==> config.mk <==
export PLATFORM = sky130hd
export DESIGN_NAME = multidrop_command_link_master
export DESIGN_NICKNAME = d
export VERILOG_FILES = /design/src/rtl/mdcl_pkg.sv /design/src/rtl/multidrop_command_link_master.sv /design/src/rtl/mdcl_ram.sv
export SDC_FILE = /design/constraint.sdc
export NUM_CORES = 1
export LEC_CHECK = 0
export BUFFER_PORTS_ARGS = -buffer_cell sky130_fd_sc_hd__buf_2
export CAP_MARGIN = 30
export CORE_ASPECT_RATIO = 0.6
export CORE_UTILIZATION = 30
export DETAILED_ROUTE_END_ITERATION = 6
export PLACE_DENSITY = 0.44
export SLEW_MARGIN = 20
export SYNTH_ARGS = -nofsm -noshare
export SYNTH_HDL_FRONTEND = slang
export SYNTH_SLANG_ARGS = --single-unit
export TNS_END_PERCENT = 10
==> constraint.sdc <==
create_clock -name clk -period 3.1 [get_ports clk]
set_input_delay 0.62 -clock clk [delete_from_list [all_inputs] [get_ports clk]]
set_output_delay 0.62 -clock clk [all_outputs]
set_load 0.03 [all_outputs]
==> src/rtl/mdcl_pkg.sv <==
//------------------------------------------------------------------------------
// mdcl_pkg
// Types, codes and helpers shared by the multidrop command link master.
//------------------------------------------------------------------------------
`default_nettype none

package mdcl_pkg;

  localparam int PAYLOAD_DEPTH_DEF = 32;

  localparam logic [7:0] TIMEOUT_RESET = 8'd30;
  localparam logic [3:0] RETRY_RESET   = 4'd3;

  // Address word marker and checksum mask.
  localparam logic [8:0] ADDR_MARK = 9'h100;
  localparam logic [7:0] CKS_MASK  = 8'h7F;

  // Answer delimiters.
  localparam logic [7:0] DELIM_LF    = 8'h0A;
  localparam logic [7:0] DELIM_CR    = 8'h0D;
  localparam logic [7:0] DELIM_SEMI  = 8'h3B;
  localparam logic [7:0] DELIM_BANG  = 8'h21;
  localparam logic [7:0] DELIM_QUERY = 8'h3F;
  localparam logic [7:0] DELIM_DOLL  = 8'h24;

  // Configuration register indexes.
  localparam logic REG_TIMEOUT = 1'b0;
  localparam logic REG_RETRY   = 1'b1;

  typedef enum logic [2:0] {
    CMD_START   = 3'd0,
    CMD_PAYLOAD = 3'd1,
    CMD_SEND    = 3'd2,
    CMD_LINE    = 3'd3,
    CMD_TICK    = 3'd4
  } cmd_t;

  typedef enum logic [2:0] {
    EV_NONE     = 3'd0,
    EV_ACKED    = 3'd1,
    EV_ACK_FAIL = 3'd2,
    EV_ANS_DONE = 3'd3,
    EV_ANS_TMO  = 3'd4,
    EV_IDLE     = 3'd5
  } ev_t;

  typedef enum logic [2:0] {
    PH_IDLE,
    PH_LOAD,
    PH_ACK,
    PH_ANS,
    PH_CKS
  } phase_t;

  typedef enum logic [2:0] {
    SQ_IDLE,
    SQ_ADDR,
    SQ_RD,
    SQ_DATA,
    SQ_CKS,
    SQ_ONE
  } seq_t;

  function automatic logic is_delim(input logic [7:0] b);
    return (b == DELIM_LF) || (b == DELIM_CR) || (b == DELIM_SEMI) ||
           (b == DELIM_BANG) || (b == DELIM_QUERY) || (b == DELIM_DOLL);
  endfunction

endpackage

`default_nettype wire

==> src/rtl/multidrop_command_link_master.sv <==
//------------------------------------------------------------------------------
// multidrop_command_link_master
// Master side of a 9-bit multidrop serial command link with retries and
// answer collection.
//------------------------------------------------------------------------------
// Usage: every input word on the s_ channel is one command: start (address and
// answer flag), payload byte, send, a byte received from the line, or a
// millisecond tick; the command code rides on s_tuser. Result words leave on
// the m_ channel: line words to transmit, answer characters and events, with
// m_tlast marking the final word that one input word caused. Inputs that do
// nothing produce no output word.
// Sequencing: an input word with no result is taken without leaving idle; one
// with a single result passes through the single-result state. A frame send or
// retransmit passes through an address state, a read and a data state for each
// payload byte (it is fetched through the registered read port of the payload
// RAM), then a checksum state. s_tready is low while a word is being worked on,
// and m_tready holding the output register full stalls the frame. A finished
// word may wait in the output register while the next input word is accepted.
// Reset (rst, synchronous) returns to idle with timeout_ticks = 30 and
// retry_limit = 3. Configuration is written through cfg_we/cfg_index/cfg_wdata,
// by the user only while the block is idle; the block does not enforce this. The
// payload RAM is not cleared; only bytes loaded since the last start command are sent.
//------------------------------------------------------------------------------
`default_nettype none

module multidrop_command_link_master
  import mdcl_pkg::*;
#(
  parameter int PAYLOAD_DEPTH = PAYLOAD_DEPTH_DEF
) (
  input  wire logic        clk,
  input  wire logic        rst,
  // Input command words.
  input  wire logic        s_tvalid,
  output logic             s_tready,
  input  wire logic [23:0] s_tdata,   // unit_addr[7:0], data_byte[15:8], want_answer[16]
  input  wire logic [2:0]  s_tuser,   // cmd[2:0]
  // Result words.
  output logic             m_tvalid,
  input  wire logic        m_tready,
  output logic [23:0]      m_tdata,   // tx_word[8:0], answer_byte[16:9]
  output logic [4:0]       m_tuser,   // tx_valid[0], answer_valid[1], event_res[4:2]
  output logic             m_tlast,
  // Configuration writes.
  input  wire logic        cfg_we,
  input  wire logic        cfg_index,
  input  wire logic [7:0]  cfg_wdata
);

  localparam int AW = (PAYLOAD_DEPTH > 1) ? $clog2(PAYLOAD_DEPTH) : 1;
  localparam int CW = $clog2(PAYLOAD_DEPTH + 1);

  // Configuration registers.
  logic [7:0] timeout_ticks;
  logic [3:0] retry_limit;

  // Command state.
  phase_t      phase;
  logic [CW-1:0] payload_count;
  logic [7:0]  payload_sum;
  logic [7:0]  target_addr;
  logic        answer_wanted;
  logic [7:0]  tick_count;
  logic [3:0]  retries_left;

  // Output sequencer.
  seq_t          seq, seq_next;
  logic [CW-1:0] idx;
  ev_t           pend_ev;
  logic          pend_av;
  logic [7:0]    pend_ab;

  // Output register.
  logic       out_txv;
  logic [8:0] out_word;
  logic       out_av;
  logic [7:0] out_ab;
  ev_t        out_ev;
  logic       out_last;

  // Input word fields.
  cmd_t       in_cmd;
  logic [7:0] in_addr;
  logic [7:0] in_byte;
  logic       in_want;

  assign in_cmd  = cmd_t'(s_tuser);
  assign in_addr = s_tdata[7:0];
  assign in_byte = s_tdata[15:8];
  assign in_want = s_tdata[16];

  logic accept;
  logic slot_free;
  assign s_tready  = (seq == SQ_IDLE);
  assign accept    = s_tvalid && s_tready;
  assign slot_free = !m_tvalid || m_tready;

  // Tick timeout compare, shared by all three waiting phases.
  logic [8:0] tick_inc;
  logic       tick_expired;
  assign tick_inc     = {1'b0, tick_count} + 9'd1;
  assign tick_expired = (tick_inc >= {1'b0, timeout_ticks});

  logic load_ok;
  assign load_ok = (phase == PH_LOAD) && (payload_count < CW'(PAYLOAD_DEPTH));

  // Decode of the word at the input: which kind of output it causes.
  logic do_frame;
  logic do_one;
  ev_t  one_ev;
  logic one_av;

  always_comb begin
    do_frame = 1'b0;
    do_one   = 1'b0;
    one_ev   = EV_NONE;
    one_av   = 1'b0;
    case (in_cmd)
      CMD_SEND: begin
        do_frame = (phase == PH_LOAD);
      end
      CMD_LINE: begin
        if (phase == PH_ACK) begin
          do_one = 1'b1;
          one_ev = EV_ACKED;
        end else if (phase == PH_ANS) begin
          do_one = 1'b1;
          if (is_delim(in_byte)) begin
            one_ev = EV_ANS_DONE;
          end else begin
            one_av = 1'b1;
          end
        end else if (phase == PH_CKS) begin
          do_one = 1'b1;
          one_ev = EV_IDLE;
        end
      end
      CMD_TICK: begin
        if (tick_expired) begin
          if (phase == PH_ACK) begin
            if (retries_left != 4'd0) begin
              do_frame = 1'b1;
            end else begin
              do_one = 1'b1;
              one_ev = EV_ACK_FAIL;
            end
          end else if (phase == PH_ANS) begin
            do_one = 1'b1;
            one_ev = EV_ANS_TMO;
          end else if (phase == PH_CKS) begin
            do_one = 1'b1;
            one_ev = EV_IDLE;
          end
        end
      end
      default: begin
      end
    endcase
  end

  // Payload store.
  logic       ram_we;
  logic [7:0] ram_rdata;
  assign ram_we = accept && (in_cmd == CMD_PAYLOAD) && load_ok;

  mdcl_ram #(
    .WIDTH (8),
    .DEPTH (PAYLOAD_DEPTH)
  ) u_payload (
    .clk   (clk),
    .we    (ram_we),
    .waddr (payload_count[AW-1:0]),
    .wdata (in_byte),
    .raddr (idx[AW-1:0]),
    .rdata (ram_rdata)
  );

  // Configuration.
  always_ff @(posedge clk) begin
    if (rst) begin
      timeout_ticks <= TIMEOUT_RESET;
      retry_limit   <= RETRY_RESET;
    end else if (cfg_we) begin
      if (cfg_index == REG_TIMEOUT) begin
        timeout_ticks <= cfg_wdata;
      end else begin
        retry_limit <= cfg_wdata[3:0];
      end
    end
  end

  // Command state update, done in the cycle the word is accepted.
  always_ff @(posedge clk) begin
    if (rst) begin
      phase         <= PH_IDLE;
      payload_count <= '0;
      payload_sum   <= '0;
      target_addr   <= '0;
      answer_wanted <= 1'b0;
      tick_count    <= '0;
      retries_left  <= '0;
    end else if (accept) begin
      case (in_cmd)
        CMD_START: begin
          target_addr   <= in_addr;
          answer_wanted <= in_want;
          payload_count <= '0;
          payload_sum   <= '0;
          tick_count    <= '0;
          retries_left  <= '0;
          phase         <= PH_LOAD;
        end
        CMD_PAYLOAD: begin
          if (load_ok) begin
            payload_count <= payload_count + CW'(1);
            payload_sum   <= payload_sum + in_byte;
          end
        end
        CMD_SEND: begin
          if (phase == PH_LOAD) begin
            tick_count   <= '0;
            retries_left <= retry_limit;
            phase        <= PH_ACK;
          end
        end
        CMD_LINE: begin
          if (phase == PH_ACK) begin
            tick_count <= '0;
            phase      <= answer_wanted ? PH_ANS : PH_IDLE;
          end else if (phase == PH_ANS) begin
            tick_count <= '0;
            if (is_delim(in_byte)) begin
              phase <= PH_CKS;
            end
          end else if (phase == PH_CKS) begin
            tick_count <= '0;
            phase      <= PH_IDLE;
          end
        end
        CMD_TICK: begin
          if (phase == PH_ACK || phase == PH_ANS || phase == PH_CKS) begin
            if (!tick_expired) begin
              tick_count <= tick_inc[7:0];
            end else begin
              tick_count <= '0;
              if (phase == PH_ACK) begin
                if (retries_left != 4'd0) begin
                  retries_left <= retries_left - 4'd1;
                end else begin
                  phase <= answer_wanted ? PH_ANS : PH_IDLE;
                end
              end else begin
                phase <= PH_IDLE;
              end
            end
          end
        end
        default: begin
        end
      endcase
    end
  end

  // Sequencer next state.
  always_comb begin
    seq_next = seq;
    unique case (seq)
      SQ_IDLE: begin
        if (accept && do_frame) begin
          seq_next = SQ_ADDR;
        end else if (accept && do_one) begin
          seq_next = SQ_ONE;
        end
      end
      SQ_ADDR: begin
        if (slot_free) begin
          seq_next = (payload_count == '0) ? SQ_CKS : SQ_RD;
        end
      end
      SQ_RD: begin
        seq_next = SQ_DATA;
      end
      SQ_DATA: begin
        if (slot_free) begin
          seq_next = ((idx + CW'(1)) == payload_count) ? SQ_CKS : SQ_RD;
        end
      end
      SQ_CKS: begin
        if (slot_free) begin
          seq_next = SQ_IDLE;
        end
      end
      SQ_ONE: begin
        if (slot_free) begin
          seq_next = SQ_IDLE;
        end
      end
      default: begin
        seq_next = SQ_IDLE;
      end
    endcase
  end

  // Sequencer outputs: the word pushed into the output register.
  logic       push;
  logic       push_txv;
  logic [8:0] push_word;
  logic       push_av;
  logic [7:0] push_ab;
  ev_t        push_ev;
  logic       push_last;

  always_comb begin
    push      = 1'b0;
    push_txv  = 1'b0;
    push_word = '0;
    push_av   = 1'b0;
    push_ab   = '0;
    push_ev   = EV_NONE;
    push_last = 1'b0;
    unique case (seq)
      SQ_ADDR: begin
        push      = slot_free;
        push_txv  = 1'b1;
        push_word = ADDR_MARK | {1'b0, target_addr};
      end
      SQ_DATA: begin
        push      = slot_free;
        push_txv  = 1'b1;
        push_word = {1'b0, ram_rdata};
      end
      SQ_CKS: begin
        push      = slot_free;
        push_txv  = 1'b1;
        push_word = {1'b0, payload_sum & CKS_MASK};
        push_last = 1'b1;
      end
      SQ_ONE: begin
        push      = slot_free;
        push_av   = pend_av;
        push_ab   = pend_ab;
        push_ev   = pend_ev;
        push_last = 1'b1;
      end
      default: begin
      end
    endcase
  end

  always_ff @(posedge clk) begin
    if (rst) begin
      seq <= SQ_IDLE;
      idx <= '0;
    end else begin
      seq <= seq_next;
      if (seq == SQ_ADDR) begin
        idx <= '0;
      end else if (seq == SQ_DATA && slot_free) begin
        idx <= idx + CW'(1);
      end
    end
  end

  // Pending single result, captured with the input word.
  always_ff @(posedge clk) begin
    if (accept) begin
      pend_ev <= one_ev;
      pend_av <= one_av;
      pend_ab <= one_av ? in_byte : 8'd0;
    end
  end

  // Output register.
  always_ff @(posedge clk) begin
    if (rst) begin
      m_tvalid <= 1'b0;
    end else if (push) begin
      m_tvalid <= 1'b1;
    end else if (m_tready) begin
      m_tvalid <= 1'b0;
    end
  end

  always_ff @(posedge clk) begin
    if (push) begin
      out_txv  <= push_txv;
      out_word <= push_word;
      out_av   <= push_av;
      out_ab   <= push_ab;
      out_ev   <= push_ev;
      out_last <= push_last;
    end
  end

  assign m_tdata = {7'd0, out_ab, out_word};
  assign m_tuser = {out_ev, out_av, out_txv};
  assign m_tlast = out_last;

  // The fill count never passes the store depth.
  a_count_bound: assert property (@(posedge clk) disable iff (rst)
    payload_count <= CW'(PAYLOAD_DEPTH))
    else $error("payload count beyond store depth");

  // Payload fetches stay inside the loaded bytes.
  a_idx_bound: assert property (@(posedge clk) disable iff (rst)
    (seq == SQ_RD || seq == SQ_DATA) |-> (idx < payload_count))
    else $error("payload fetch beyond loaded bytes");

  // The final word of an input is never an address word.
  a_last_not_addr: assert property (@(posedge clk) disable iff (rst)
    (m_tvalid && m_tlast) |-> !m_tdata[8])
    else $error("address word marked as last");

  // Line words carry no event and no answer character.
  a_tx_clean: assert property (@(posedge clk) disable iff (rst)
    (m_tvalid && m_tuser[0]) |-> (m_tuser[4:1] == 4'd0))
    else $error("line word carries event or answer");

endmodule

`default_nettype wire

==> src/rtl/mdcl_ram.sv <==
//------------------------------------------------------------------------------
// mdcl_ram
// Generic single write port, single read port RAM with registered read data.
//------------------------------------------------------------------------------
`default_nettype none

module mdcl_ram #(
  parameter int WIDTH = 8,
  parameter int DEPTH = 32,
  localparam int AW = (DEPTH > 1) ? $clog2(DEPTH) : 1
) (
  input  wire logic             clk,
  input  wire logic             we,
  input  wire logic [AW-1:0]    waddr,
  input  wire logic [WIDTH-1:0] wdata,
  input  wire logic [AW-1:0]    raddr,
  output logic      [WIDTH-1:0] rdata
);

  logic [WIDTH-1:0] mem [DEPTH];

  always_ff @(posedge clk) begin
    if (we) begin
      mem[waddr] <= wdata;
    end
    rdata <= mem[raddr];
  end

endmodule

`default_nettype wire

# After elaboration in Yosys (flattened, before gate mapping)

Memories as Yosys holds them, arrays and structs flattened. A register that Yosys moved wholly into a read port is not among the register bits.
Cells that the tools add are included.

Flip-flop bits (word level): 95
Bits in writable memories: 256
Output and inout bits: 32
Memories kept: 1

Memories:

| name          | depth | width | rd ports | clocked after Yosys merged registers in | wr ports | RTL line       | RTL |
|---|---|---|---|---|---|---|---|
| u_payload.mem | 32    | 8     | 1        | 1                                       | 1        | mdcl_ram.sv:20 | `logic [WIDTH-1:0] mem [DEPTH];` |

Add/sub/neg operators: 5
$lt $le $gt $ge: 2
Equal/unequal tests: 33
Mux-type cells: 68
Bitwise gates (word level): 1
Reduce and logical (&&, ||, !) cells: 36

Operators with widths:

| operator                                             | count |
|---|---|
| two-way mux 3 bit                                    | 22 |
| two-way mux 8 bit                                    | 7 |
| equality test 8 x 6 -> 1 bit (second input constant) | 4 |
| one-hot mux 8 bit (4 select lines)                   | 1 |
| one-hot mux 9 bit (3 select lines)                   | 1 |
| two-way mux 1 bit                                    | 20 |
| two-way mux 4 bit                                    | 5 |
| equality test 3 x 2 -> 1 bit (second input constant) | 6 |
| equality test 8 x 4 -> 1 bit (second input constant) | 2 |
| inequality test 2 bit (second input constant)        | 8 |
| one-hot mux 8 bit (2 select lines)                   | 1 |
| one-hot mux 3 bit (5 select lines)                   | 1 |
| adder 6 x 1 -> 6 bit (second input constant)         | 2 |
| equality test 3 bit (second input constant)          | 4 |
| one-hot mux 3 bit (4 select lines)                   | 1 |
| one-hot mux 4 bit (3 select lines)                   | 1 |
| one-hot mux 6 bit (2 select lines)                   | 1 |
| adder 8 x 1 -> 9 bit (second input constant)         | 1 |
| equality test 3 x 1 -> 1 bit (second input constant) | 3 |
| >= comparator 9 x 8 -> 1 bit                         | 1 |
| adder 8 bit                                          | 1 |
| logical OR 1 bit                                     | 8 |
| inequality test 4 bit (second input constant)        | 2 |
| AND reduction 8 bit                                  | 1 |
| 26 further kinds                                     | 41 |

# Depth between registers and ports, before layout

Depth after elaboration: 10
Depth in mapped cells: 11

# By module

From an unflattened synthesis, not the netlist that was laid out.

Cells, all modules: 955
Area, all modules: 15059.4 µm²

By module, submodules not included:

| module                        | instances | cells each | area each (µm²) | seq. area each (µm²) |
|---|---|---|---|---|
| mdcl_ram                      | 1         | 417        | 10053.4         | 7847.5 |
| multidrop_command_link_master | 1         | 538        | 5006.1          | 2232.1 |

# Worst setup path before layout

Ideal clock, no wire load.

Path type: register -> register
From: reg tick_count[2]
To: reg retries_left[0]
Library setup time: 0.086 ns
Arrival: 2.920 ns
Data required time: 3.014 ns
Slack: 0.094 ns
Stages on the path, launching flop included: 12
Buffers on the path: 0
Period minus slack after synthesis: 3.006 ns
Cell sequence: dfxtp_1 > nand3_1 > nor3_1 > nand3_1 > xnor2_1 > ha_1 > and3_1 > a221oi_1 > o211ai_2 > o221ai_1 > a221oi_1 > a211oi_1

Word-level cells in the longest chain between the ends: 4

RTL lines:

| what                                   | RTL line                             | RTL |
|---|---|---|
| from (decl)                            | multidrop_command_link_master.sv:63  | `logic [7:0] tick_count;` |
| from (signal assigned)                 | multidrop_command_link_master.sv:243 | `tick_count <= tick_inc[7:0];` |
| adder 8 x 1 -> 9 bit                   | multidrop_command_link_master.sv:101 | `assign tick_inc = {1'b0, tick_count} + 9'd1;` |
| >= comparator 9 x 8 -> 1 bit           | multidrop_command_link_master.sv:102 | `assign tick_expired = (tick_inc >= {1'b0, timeout_ticks});` |
| inequality test 2 bit (no source line) | n/a                                  |  |
| AND reduction 7 bit (no source line)   | n/a                                  |  |
| to (signal assigned)                   | multidrop_command_link_master.sv:222 | `retries_left <= retry_limit;` |
| to (signal assigned)                   | multidrop_command_link_master.sv:248 | `retries_left <= retries_left - 4'd1;` |
| to (decl)                              | multidrop_command_link_master.sv:64  | `logic [3:0] retries_left;` |

Every way passes these cells.
A chain may end at the register's enable or synchronous reset.

# Worst setup path after layout

From: reg tick_count[0]
To: reg seq[0]

Word-level cells in the longest chain between the ends: 7
Elaborated cells between the ends (all ways): 12
Those cells by class: 1 x add/sub; 1 x order compare; 1 x eq/ne; 6 x mux; 3 x reduce/logical

RTL lines:

| what                                                                      | RTL line                                                                   | RTL |
|---|---|---|
| adder 8 x 1 -> 9 bit *                                                    | multidrop_command_link_master.sv:101                                       |  |
| >= comparator 9 x 8 -> 1 bit *                                            | multidrop_command_link_master.sv:102                                       |  |
| two-way mux 1 bit                                                         | multidrop_command_link_master.sv:139                                       | `if (tick_expired) begin` |
| one-hot mux 1 bit (2 select lines)                                        | multidrop_command_link_master.sv:118                                       | `case (in_cmd)` |
| logical AND 1 bit (on tied branches)                                      | multidrop_command_link_master.sv:269, multidrop_command_link_master.sv:271 |  |
| two-way mux 3 bit or inequality test 3 x 1 -> 1 bit (tied branches)       | n/a                                                                        |  |
| one-hot mux 3 bit (5 select lines) or AND reduction 4 bit (tied branches) | n/a                                                                        |  |
| to (signal assigned)                                                      | multidrop_command_link_master.sv:355                                       | `seq <= seq_next;` |
| to (decl)                                                                 | multidrop_command_link_master.sv:67                                        | `seq_t seq, seq_next;` |

Mark *: on every way between the ends. The rest lies on a longest branch, timed or not.

==> out/metrics.cfg <==
[worst_hold_path]
min_path_type = input pin to flop

[synthesis]
syn_area_per_cell_sq_um = 15.6
seq_area_frac_synth_pct = 66.6
synth-main-ff-cell = edfxtp_1
ys_ff_latch = 358
synth_edf_count = 291
synthArstFlopShare_pct = 0
ys_warn_count = 0
yosysUniqueCellTypes = 78
synth.cell_area_sq_um = 15100
netlist_instances = 972

[routing]
drc = 0
first_pass_iters = 5
via_count = 8748
drt_iter0_drc = 777
postRouteWirelength_um = 37900
ant_nets = 0
viasPerCell = 4.92
wire_per_inst_um = 21.3

[clock_network]
cts_root_buf = clkbuf_16
hold_buffers = 0
cts_made_buffers = 35
cts.path.max_buffers = 3
cts_tree = yes
cts.clk_slew.worst_paths_ps = 60
cts_max_level = 2
cts.sinks = 358
worstSkewPairLatency_ps = 520

[worst_setup_path]
critPathSlowestCell = dfxtp_4
cp.arrival_ps = 3370
cp_top_family = compound AO/OA/AOI/OAI gates
crit_chain = ha_4 > and3_4 > nand2_2 > xnor2_2 > ha_1 > and3_4 > a221oi_4 > o211a_1 > buf_4 > o22ai_1 > a311o_1 > a22o_1
crit_top_cell = and3_4
critPathBufInv = 1
critPathRequiredTime_ps = 3510
cpPeakStageDelay_ps = 370
worstPathMaxFanout = 5
cp-end-kind = flop
worstSetupPathType = flop to flop
start_kind = flop

[power]
switchingPower_mw = 2.73
sw_frac_of_total_pct = 24.7
internal_power_mw = 8.31
p_leak_nw = 6.02
total_power_mw = 11.0
p_comb_share_pct = 10.2
p_clk_share_pct = 39.9
seqPwrFrac_pct = 49.9
powerDensity_nw_per_um2 = 615
ir_worst_vdd_mv = 0.338

[placement]
place_congestion = 0.770
dp_hpwl_um = 26300
dp.cells = 1715
dp_slack_ps = 31.6
portBuffers = 58
placed_cell_area_sq_um = 16700

[global_routing]
antenna_found_initial = 1
globalRouteOverflowTotal = 0
grt_pass1_vias = 8670
grt_first_pass_wirelength_um = 56700
grt_max_degree = 38
track_usage_pct = 15.0

[die]
start_util_pct = 30.5
std_cell_rows = 63
io_pins = 73
fp.dieW_um = 292
core-area_sq_um = 49600
die_h_um = 176
fp.dieArea_sq_um = 51400

[layout]
post-route-util_pct = 36.2
fillCellCount = 4683
drive_above_1_share_pct = 27.8
area_growth_pct = 18.7
finalNonFillerCells = 1779
diodes = 0
final_area_sq_um = 18000
nets = 1168

[job]
max_cap_viol_count = 0

[timing]
setup_viol = 0
report.final.slew_viol_count = 0
fin_ws_ps = 139
timing.fmax_mhz = 338
worst_hold_slack_ps = 310
post-route-period-util_pct = 95.5
min_period_ps = 2960
fin_setup_tns_ps = 0
hold_violations = 0
fin_skew_ps = 15.7
tightest_slew_ps = 762
relSlewSlack_pct = 49.1

[status]
status = completed

[power by group through the flow]
stage          clock [mW]  sequential [mW]  combinational [mW]
4_1_cts              4.56             5.51                1.14
2_1_floorplan           0             5.85               0.478
6_report             4.40             5.51                1.13
3_5_place_dp            0             5.62                1.14
3_3_place_gp            0             5.62                1.12
5_1_grt              4.74             5.53                1.23
[final timing paths]
check / startpoint / end / slack [ps] / depth (start not counted)
worst max register to register: tick_count[0] / seq[0] / 140 / 12
worst max-delay path: tick_count[0] / seq[0] / 140 / 12
worst min register to register: timeout_ticks[6] / timeout_ticks[6] / 460 / 2
worst min-delay path: cfg_wdata[4] / timeout_ticks[4] / 310 / 2
[cells by family after synthesis]
kind of cell | after synthesis | synth area share, %
AOI/OAI and AO/OA | 115 | 5.33
xor gates and xnor gates | 24 | 1.39
adders and majority gates | 23 | 1.95
buffers and inverters | 81 | 2.46
DFF | 358 | 66.6
muxes | 99 | 13.2
other | 1 | 0.0248
and+or+nand+nor | 271 | 9.05
[layout make-up]
| class | count | area (sq um) | area share [%] |
|---|---|---|---|
| flip-flops and latches | 358 | 10100 | 56.2 |
| multi-input cells | 539 | 4810 | 26.8 |
| repair buffers | 146 | 988 | 5.50 |
| clock buffers | 47 | 983 | 5.47 |
| well taps | 650 | 813 | 4.53 |
| clock inverters | 15 | 184 | 1.02 |
| inverters | 24 | 90.1 | 0.501 |
[cell usage in the layout (no fill, tap or decap), types with 5 or more instances in the layout]
cell	netlist	layout
nand3_1	17	13
a31oi_1	5	5
edfxtp_1	291	291
nor2b_1	6	6
xnor2_1	14	12
nand4_1	7	7
and3_1	18	16
mux4_2	80	80
a211o_1	6	6
nor3b_1	6	6
a211oi_1	5	5
a22oi_1	6	6
clkbuf_1	22	8
ha_1	22	21
nor3_1	13	12
mux2i_1	18	18
buf_4	11	85
buf_2	13	58
o21ai_0	24	24
a21oi_1	28	28
dfxtp_1	67	63
inv_1	23	23
clkbuf_16	0	37
nand3b_1	5	5
or4_1	7	7
xor2_1	10	10
nor2_1	80	79
conb_1	1	7
and2_1	12	12
nand2b_1	8	8
nand2_1	66	65
[metal layers]
metal / vias to the layer above / track usage [%] / part of all wire, %
li1: 4028 / - / -
met1: 4477 / 24.4 / 53
met2: 197 / 19.9 / 40
met3: 46 / 3.20 / 5.7
met4: 0 / 3.38 / 1.7
met5: - / 0 / 0
[timing repair]
action                                  in CTS  in global routing
setup buffers                                0                  2
resized for setup                            0                 21
endpoints found under the setup margin       0                 20
[Yosys cell counts (all sizes together) (6+ instances only)]
cell	n	area, sq um
a211o	7	62.6
a211oi	6	57.6
a21oi	29	149
a22oi	6	45.0
and2	12	75.1
and3	18	113
buf	34	193
clkbuf	23	90.1
dfxtp	67	1340
edfxtp	291	8740
ha	22	275
inv	23	86.3
mux2i	18	180
mux4	80	1800
nand2	66	248
nand2b	8	50.1
nand3	17	85.1
nand4	7	43.8
nor2	80	300
nor2b	6	37.5
nor3	14	75.1
nor3b	6	45.0
o21ai	25	125
or3b	6	55.1
or4	7	52.6
xnor2	14	123
xor2	10	87.6
[sequential cells by signal (all words and copies together) (netlist names), 6 cells and up]
signal and count:
out_word 9, out_ab 8, u_payload.rdata 8, tick_count 8
pend_ab 8, payload_sum 7, u_payload.mem 256, timeout_ticks 8
payload_count 6, target_addr 8, idx 6
[worst reg2reg max path, delay by kind of cell (launching register included)]
kind                     cells  cell delay, ps
AO/OA/AOI/OAI                5            1230
XOR/XNOR                     1             140
adder cells (fa/ha/maj)      2             480
buffers and inverters        1             140
flip-flops                   1             370
AND/OR/NAND/NOR              3             480
Power figures use the tool's default switching activity.
